--- src/rtl/mmc_pkg.sv ---
// Package for the model matrix composer: widths, CORDIC constants, helpers.
// No dependencies.
package mmc_pkg;
    localparam int CordicStages = 16;
    localparam int FracBits     = 16;
    localparam int AngW         = 16;
    localparam int ZW           = 36;
    localparam int TrigW        = FracBits + 3;
    localparam int ProdW        = 2 * TrigW;
    localparam int DegFull      = 23040;
    localparam int DegHalf      = 11520;
    localparam int DegQuarter   = 5760;
    localparam int DataW        = 32;
    localparam int InW          = 9 * 32 - 3 * 16;
    localparam int OutW         = 2 + 4 * 32;

    localparam logic signed [ZW-1:0] AtanDeg24 [24] = '{
        36'sd754974720, 36'sd445687602, 36'sd235489088, 36'sd119537938,
        36'sd60000934, 36'sd30029717, 36'sd15018523, 36'sd7509720,
        36'sd3754917, 36'sd1877466, 36'sd938734, 36'sd469367,
        36'sd234684, 36'sd117342, 36'sd58671, 36'sd29335,
        36'sd14668, 36'sd7334, 36'sd3667, 36'sd1833,
        36'sd917, 36'sd458, 36'sd229, 36'sd115
    };

    localparam logic signed [TrigW-1:0] CordicGain =
        TrigW'((64'sd652032875 + (64'sd1 <<< (29 - FracBits))) >>> (30 - FracBits));
    localparam logic signed [TrigW-1:0] TrigOne = TrigW'(1) <<< FracBits;

    // one CORDIC lane word
    typedef struct packed {
        logic signed [TrigW+1:0] x;
        logic signed [TrigW+1:0] y;
        logic signed [ZW-1:0]    z;
        logic                    flip;
    } cordic_word_t;

    typedef struct packed {
        logic signed [TrigW-1:0] c;
        logic signed [TrigW-1:0] s;
    } trig_t;

    // product rounded half up back to FracBits
    function automatic logic signed [TrigW+1:0] fmul(input logic signed [TrigW+1:0] a,
                                                      input logic signed [TrigW+1:0] b);
        logic signed [2*TrigW+3:0] p;
        p = a * b + (2*TrigW+4)'(1 <<< (FracBits - 1));
        return (TrigW+2)'(p >>> FracBits);
    endfunction
endpackage

--- src/rtl/mmc_cordic_cell.sv ---
// One CORDIC micro-rotation cell; stage number selects shift and arctangent.
// Depends on mmc_pkg.
module mmc_cordic_cell (
    input  logic                 aclk,
    input  logic                 en,
    input  logic [4:0]           stage,
    input  mmc_pkg::cordic_word_t w_in,
    output mmc_pkg::cordic_word_t w_out
);
    import mmc_pkg::*;
    cordic_word_t w_reg, w_next;

    always_comb begin
        w_next = w_in;
        if (!w_in.z[ZW-1]) begin
            w_next.x = w_in.x - (w_in.y >>> stage);
            w_next.y = w_in.y + (w_in.x >>> stage);
            w_next.z = w_in.z - AtanDeg24[stage];
        end else begin
            w_next.x = w_in.x + (w_in.y >>> stage);
            w_next.y = w_in.y - (w_in.x >>> stage);
            w_next.z = w_in.z + AtanDeg24[stage];
        end
    end

    always_ff @(posedge aclk) begin
        if (en) w_reg <= w_next;
    end
    assign w_out = w_reg;
endmodule

--- src/rtl/mmc_cordic_chain.sv ---
// Angle reduction and a chain of CORDIC cells giving clamped cosine and sine.
// Depends on mmc_pkg and mmc_cordic_cell.
module mmc_cordic_chain (
    input  logic                        aclk,
    input  logic                        en,
    input  logic signed [mmc_pkg::AngW-1:0] ang,
    output mmc_pkg::trig_t              trig
);
    import mmc_pkg::*;
    cordic_word_t w [CordicStages+1];
    cordic_word_t w0_reg, w0_next;
    trig_t        trig_reg, trig_next;
    logic signed [16:0] m_rem;
    logic signed [15:0] m_red;
    logic               flip;

    always_comb begin
        // fold into one turn; the input spans less than two turns either way
        m_rem = 17'(ang);
        if (m_rem >= 17'(DegFull)) m_rem = m_rem - 17'(DegFull);
        else if (m_rem < -17'(DegFull)) m_rem = m_rem + 17'(2 * DegFull);
        else if (m_rem < 0) m_rem = m_rem + 17'(DegFull);
        if (m_rem >= 17'(DegHalf)) m_rem = m_rem - 17'(DegFull);
        m_red = 16'(m_rem);
        flip  = 1'b0;
        if (m_rem > 17'(DegQuarter)) begin
            m_red = 16'(m_rem - 17'(DegHalf));
            flip  = 1'b1;
        end else if (m_rem < -17'(DegQuarter)) begin
            m_red = 16'(m_rem + 17'(DegHalf));
            flip  = 1'b1;
        end
        w0_next.x    = (TrigW+2)'(CordicGain);
        w0_next.y    = '0;
        w0_next.z    = ZW'(m_red) <<< 18;
        w0_next.flip = flip;
    end

    always_ff @(posedge aclk) begin
        if (en) w0_reg <= w0_next;
    end
    assign w[0] = w0_reg;

    for (genvar i = 0; i < CordicStages; i++) begin : g_cell
        mmc_cordic_cell u_cell (
            .aclk(aclk), .en(en), .stage(5'(i)), .w_in(w[i]), .w_out(w[i+1])
        );
    end

    always_comb begin
        logic signed [TrigW+1:0] x, y;
        x = w[CordicStages].x;
        y = w[CordicStages].y;
        if (x > TrigOne) x = TrigOne;
        if (x < -TrigOne) x = -TrigOne;
        if (y > TrigOne) y = TrigOne;
        if (y < -TrigOne) y = -TrigOne;
        if (w[CordicStages].flip) begin
            x = -x;
            y = -y;
        end
        trig_next.c = TrigW'(x);
        trig_next.s = TrigW'(y);
    end

    always_ff @(posedge aclk) begin
        if (en) trig_reg <= trig_next;
    end
    assign trig = trig_reg;
endmodule

--- config.mk ---
export PLATFORM = sky130hd
export DESIGN_NAME = mmc_cordic_chain
export DESIGN_NICKNAME = d
export VERILOG_FILES = /design/src/rtl/mmc_pkg.sv /design/src/rtl/mmc_cordic_cell.sv /design/src/rtl/mmc_cordic_chain.sv
export SDC_FILE = /design/constraint.sdc
export NUM_CORES = 2
export LEC_CHECK = 0
export BUFFER_PORTS_ARGS = -buffer_cell sky130_fd_sc_hd__buf_4
export CORE_MARGIN = 4
export CORE_UTILIZATION = 45
export DETAILED_ROUTE_END_ITERATION = 16
export GPL_TIMING_DRIVEN = 0
export PLACE_DENSITY = 0.62
export SYNTH_ARGS = -nofsm -noshare
export SYNTH_HDL_FRONTEND = slang
export SYNTH_SLANG_ARGS = --single-unit
export TNS_END_PERCENT = 100
--- constraint.sdc ---
create_clock -name aclk -period 4.5 [get_ports aclk]
set_input_delay 0.225 -clock aclk [delete_from_list [all_inputs] [get_ports aclk]]
set_output_delay 0.225 -clock aclk [all_outputs]
set_load 0.02 [all_outputs]
### After elaboration in Yosys (flattened, before gate mapping)

Cells that the tools add are included.

| operators by class | value |
|---|---|
| add/sub/neg operators | 100 |
| $mul | 0 |
| divide/modulo/power cells | 0 |
| order comparisons | 10 |
| equal/unequal tests | 0 |
| shift operators | 0 |
| multiplexer cells | 29 |
| bitwise gates (word level) | 0 |
| reductions and logical operators | 0 |

Operators by type and width:

| kind | count |
|---|---|
| $mux 78 | 15 |
| $mux 19 | 4 |
| $mux 17 | 4 |
| $add 21x16->21 | 3 |
| $sub 21x16->21 | 3 |
| $mux 57 | 1 |
| $add 21x10->21 | 2 |
| $add 21x11->21 | 2 |
| $add 21x12->21 | 2 |
| $add 21x13->21 | 2 |
| $add 21x14->21 | 2 |
| $add 21x15->21 | 2 |
| $add 21x17->21 | 2 |
| $add 21x18->21 | 2 |
| $add 21x19->21 | 2 |
| $add 21x6->21 | 2 |
| $add 21x7->21 | 2 |
| $add 21x8->21 | 2 |
| $add 21x9->21 | 2 |
| $gt 21x18->1 const B | 2 |
| $lt 21x17->1 const B | 2 |
| $mux 21 | 2 |
| $sub 21x10->21 | 2 |
| $sub 21x11->21 | 2 |
| other kinds (60) | 73 |

| storage, ports and cells | value |
|---|---|
| register bits after elaboration | 1278 |
| bits in latches | 0 |
| memory bits (writable) | 0 |
| bits in read-only memories | 0 |
| input port bits | 18 |
| output and inout bits | 38 |
| logic and storage cells | 206 |
| memories | 0 |

### Longest topological paths before layout

| logic depth | value |
|---|---|
| depth in word-level cells | 9 |
| gate-level depth with buffers | 24 |
| gate-level depth less buffers | 21 |

### Cells and area by module

A second synthesis with hierarchy kept.

| second synthesis, totals | value |
|---|---|
| cells, all modules | 19776 |
| area total of the unflattened synthesis | 178434.9 um^2 |

By module, submodules not included:

| module | instances | cells each | area an instance (um^2) | sequential area each (um^2) |
|---|---|---|---|---|
| mmc_cordic_cell at g_cell[10].u_cell ... | 8 | 1202 | 10945.5 | 2372.3 |
| mmc_cordic_cell at g_cell[6].u_cell ... | 2 | 1147 | 10583.9 | 2372.3 |
| mmc_cordic_cell at g_cell[13].u_cell | 1 | 1288 | 11229.5 | 2372.3 |
| mmc_cordic_cell at g_cell[8].u_cell | 1 | 1248 | 11035.6 | 2372.3 |
| mmc_cordic_cell at g_cell[0].u_cell | 1 | 1238 | 10850.4 | 2372.3 |
| mmc_cordic_cell at g_cell[12].u_cell | 1 | 1221 | 10812.9 | 2372.3 |
| mmc_cordic_cell at g_cell[7].u_cell | 1 | 1195 | 10714.0 | 2372.3 |
| mmc_cordic_cell at g_cell[5].u_cell | 1 | 1181 | 10507.6 | 2372.3 |
| mmc_cordic_chain | 1 | 495 | 4553.1 | 1651.6 |

### Least setup slack after synthesis

No wires, ideal clock.

| path | value |
|---|---|
| path kind | reg2reg |
| start point | register g_cell[13].u_cell.w_reg (netlist bit g_cell[13].u_cell.w_out[36]) |
| end point | register g_cell[14].u_cell.w_reg (netlist bit g_cell[14].u_cell.w_out[78]), data pin |
| library setup time | 0.260 ns |
| data arrival time | 4.279 ns |
| required time | 4.240 ns |
| setup slack | -0.039 ns |
| cell stages (with the launch flop) | 18 |
| path buffers | 2 |
| clock period less this slack | 4.539 ns |
| cells stage by stage | edfxtp_1 clkbuf_1 inv_1 clkbuf_1 nand2_1 xnor2_1 ha_1 a21oi_1 o21bai_1 a21oi_1 o21bai_1 a211oi_1 nor3_1 o31a_1 or4_1 a31o_2 a21oi_1 xnor2_1 |

RTL lines:

| element | RTL line | RTL |
|---|---|---|
| from (decl) | mmc_cordic_cell.sv:11 | `cordic_word_t w_reg, w_next;` |
| from (signal assigned) | mmc_cordic_cell.sv:27 | `if (en) w_reg <= w_next;` |
| to (signal assigned) | mmc_cordic_cell.sv:27 |  |
| to (decl) | mmc_cordic_cell.sv:11 |  |

==> qor.txt <==
======================================================================================
Largest fanout on the critical path                                                 10
Start of the worst register-to-register path                              g_cell[7].u_cell.w_out[36]
Flip-flop count of the largest register, all copies and words added               1090
Crit share post-route                                                            97.0%
Hold path startpoint                                                            ang[8]
Kind of capture point of the worst setup path                                     flop
Count of endpoints failing hold in the final timing report                           0
Number of distinct standard cells referenced by the synthesized netlist            103
Worst setup path startpoint                                               g_cell[7].u_cell.w_out[36]
DIE AREA                                                                    202000 µm²
Worst Tran Pin Value                                                           1390 ps
Final RePlAce weighted congestion                                                0.862
Die Wd                                                                          450 µm
Cell chosen for the clock root                                            sky130_fd_sc_hd__clkbuf_16
DR iter-0 viols                                                                   3172
Ports placed on the boundary                                                        56
Synthesized area per cell                                                     10.2 µm²
Total of warnings raised by yosys                                                    0
Min Tclk post-route                                                            4370 ps
Ratio of cells with drive above 1 in the final layout                            8.01%
IO buf count                                                                        55
Run status                                                                   completed
Type of the tightest min-delay check                                         in -> reg
Synth Instances                                                                   8635
Worst path arrival time                                                        4890 ps
Number of levels in the clock H-tree                                                 4
Core area                                                                   193000 µm²
Share of flip-flops with an asynchronous set or reset after synthesis               0%
Top cell types by occurrence after synthesis                              sky130_fd_sc_hd__edfxtp_1 (1145), sky130_fd_sc_hd__ha_1 (1078), sky130_fd_sc_hd__a21oi_1 (818)
Number of synthesized flops with an enable pin                                    1145
#FFs+latches synth                                                                1145
Post-layout nets                                                                 10.1k
Max-cap violation count                                                              0
Dpl hpwl                                                                     150000 µm
Pre-Repair DR Iteration Count                                                        5
Maximum clock skew at final layout                                             36.3 ps
Final Routed Wirelength                                                      202000 µm
Clock tree from TritonCTS                                                        built
Clock-pin slew of the registers on the worst-case setup and hold paths           60 ps
Cell types occupying the most area after synthesis                        sky130_fd_sc_hd__edfxtp_1 (39%), sky130_fd_sc_hd__ha_1 (15%), sky130_fd_sc_hd__xnor2_1 (7.8%)
Share of the yosys chip area belonging to registers                              39.1%
Relative slew slack                                                              7.47%
Post-synthesis cell type with the largest combined area                   sky130_fd_sc_hd__edfxtp_1
Max-slew violation count                                                             0
Global routing usage summed across all routing layers                            19.3%
Startpoint Class                                                                  flop
Count of clock tree sinks                                                         1145
Pin count of the biggest net entering global routing                               196
Buffer depth of the longest clock path                                               3
Maximum clock rate                                                             229 MHz
Number of buffers added by the clock tree synthesis step                           141
Via count of the first global-routing pass                                       64.0k
Leading register cell type out of synthesis                               sky130_fd_sc_hd__edfxtp_1
Final Hold Slack                                                               85.6 ps
Post-Synthesis Cell Area                                                     87900 µm²
Synthesis-to-layout area growth                                                  11.8%
Detailed-route via count                                                         65.0k
Post-detailed-route count of antenna-violating nets                                  0
Final number of setup-violating endpoints                                            0
Initial core utilization                                                         45.4%
Post-route DRC                                                                       0
Number of antenna violations at the first check in global routing                    1
Post-DR vias/cell                                                                 5.61
Most instantiated library cell after synthesis                            sky130_fd_sc_hd__edfxtp_1
Critical Setup Path Class                                                   reg -> reg
Vert. Die Dim                                                                   450 µm
Wire length of the first global-routing pass                                 323000 µm
Worst EP required                                                              5020 ps
Rows                                                                               161
Share of the synthesized area in the top cell type                               39.1%
Residual overflow from global routing                                                0
Later-pin clock latency in the skew report                                      790 ps
Post-detailed-route wirelength per cell                                        17.4 µm
======================================================================================
-- layout by cell type (no fill, tap or decap), types with 62 or more instances in the layout --
cell | synthesis | routed
sky130_fd_sc_hd__nand3_1 | 146 | 146
sky130_fd_sc_hd__xor2_1 | 401 | 400
sky130_fd_sc_hd__buf_4 | 1 | 156
sky130_fd_sc_hd__clkbuf_1 | 74 | 66
sky130_fd_sc_hd__nor2_1 | 743 | 743
sky130_fd_sc_hd__ha_1 | 1078 | 1075
sky130_fd_sc_hd__inv_1 | 423 | 411
sky130_fd_sc_hd__clkbuf_16 | 0 | 146
sky130_fd_sc_hd__a21o_1 | 363 | 363
sky130_fd_sc_hd__edfxtp_1 | 1145 | 1145
sky130_fd_sc_hd__o21bai_1 | 145 | 143
sky130_fd_sc_hd__nor3_1 | 276 | 268
sky130_fd_sc_hd__a21oi_1 | 818 | 781
sky130_fd_sc_hd__nand4_1 | 62 | 62
sky130_fd_sc_hd__nand2_1 | 464 | 463
sky130_fd_sc_hd__and3_1 | 76 | 75
sky130_fd_sc_hd__o21ai_0 | 346 | 320
sky130_fd_sc_hd__o21a_1 | 125 | 125
sky130_fd_sc_hd__xnor2_1 | 784 | 782
sky130_fd_sc_hd__nor2b_1 | 110 | 109
sky130_fd_sc_hd__nand2b_1 | 98 | 98
-- through the flow --
step	std cells	cell area [µm²]	setup slack, ps	TNS [ps]	utilization, %
after floorplan	8637	87900	76.8	0	-
after global placement	11200	91500	-7360	-8158370	47.3
after detailed placement	11200	91700	-1550	-208650	47.4
after CTS	11600	97300	4.59	0	50.3
after global routing	11600	98300	-34.0	-110	50.8
final	11600	98300	134	0	50.8
-- final cells by class --
type	count	area, µm²
buffer	102	646
inverter	425	1650
fill	17200	95100
antenna	1	2.50
timing repair buffer	183	1680
sequential	1145	34400
clock inverter	72	569
clock buffer	173	3750
tap	2526	3160
multi-input combinational	6962	52300
timing repair inverter	12	71.3
-- per-layer routing --
layer / GRT usage, % / wire length, µm / vias up
met4: 6.34 / 6510 / 0
met5: 0 / 0 / -
met3: 2.43 / 6360 / 355
met2: 37.3 / 107000 / 979
li1: - / - / 32700
met1: 21.6 / 81900 / 30900
-- logic make-up (layout without fill, tap and decap cells) --
group	count (synthesis)	count (layout)	share of synthesized area, %
AO/OA/AOI/OAI	2353	2353	17.4
XOR/XNOR	1186	1186	11.8
adder cells (fa/ha/maj)	1123	1123	16.4
other	1	4	0.00427
AND/OR/NAND/NOR	2229	2229	12.1
buffers and inverters	530	967	2.30
multiplexers	68	68	0.822
flip-flops	1145	1145	39.1
-- timing repair --
action | CTS | global route
endpoints found under the hold margin | 75 | 0
hold buffers | 9 | 0
gates cloned | 11 | 1
gates resized for setup | 149 | 159
setup buffers | 64 | 48
pin swaps | 14 | 42
setup endpoints to repair | 406 | 109
-- worst max-delay path, stage by stage, from the launching register on --
cell and delay, ps:
sky130_fd_sc_hd__edfxtp_1 410, sky130_fd_sc_hd__buf_12 160, sky130_fd_sc_hd__clkbuf_8 200, sky130_fd_sc_hd__clkbuf_8 190, sky130_fd_sc_hd__clkbuf_8 180, sky130_fd_sc_hd__mux2i_2 180
sky130_fd_sc_hd__fa_2 360, sky130_fd_sc_hd__a21o_1 180, sky130_fd_sc_hd__a21oi_2 160, sky130_fd_sc_hd__o21ai_0 100, sky130_fd_sc_hd__a21oi_1 230, sky130_fd_sc_hd__o21bai_1 130
sky130_fd_sc_hd__a41o_1 220, sky130_fd_sc_hd__o41a_1 370, sky130_fd_sc_hd__a31o_2 260, sky130_fd_sc_hd__o41a_1 360, sky130_fd_sc_hd__a21o_1 210, sky130_fd_sc_hd__a21oi_2 140
sky130_fd_sc_hd__xnor2_1 70
-- final timing paths --
check / end / slack (ps) / depth (start not counted)
worst min register to register: g_cell[4].u_cell.w_out[0] / 410 / 0
worst max-delay path: g_cell[8].u_cell.w_out[57] / 130 / 18
worst min-delay path: w[1293] / 90 / 4
worst max register to register: g_cell[8].u_cell.w_out[57] / 130 / 18
Power is left out: the tool's default activity adds up to more than one toggle a clock period on the data nets, which glitch-free logic cannot reach.
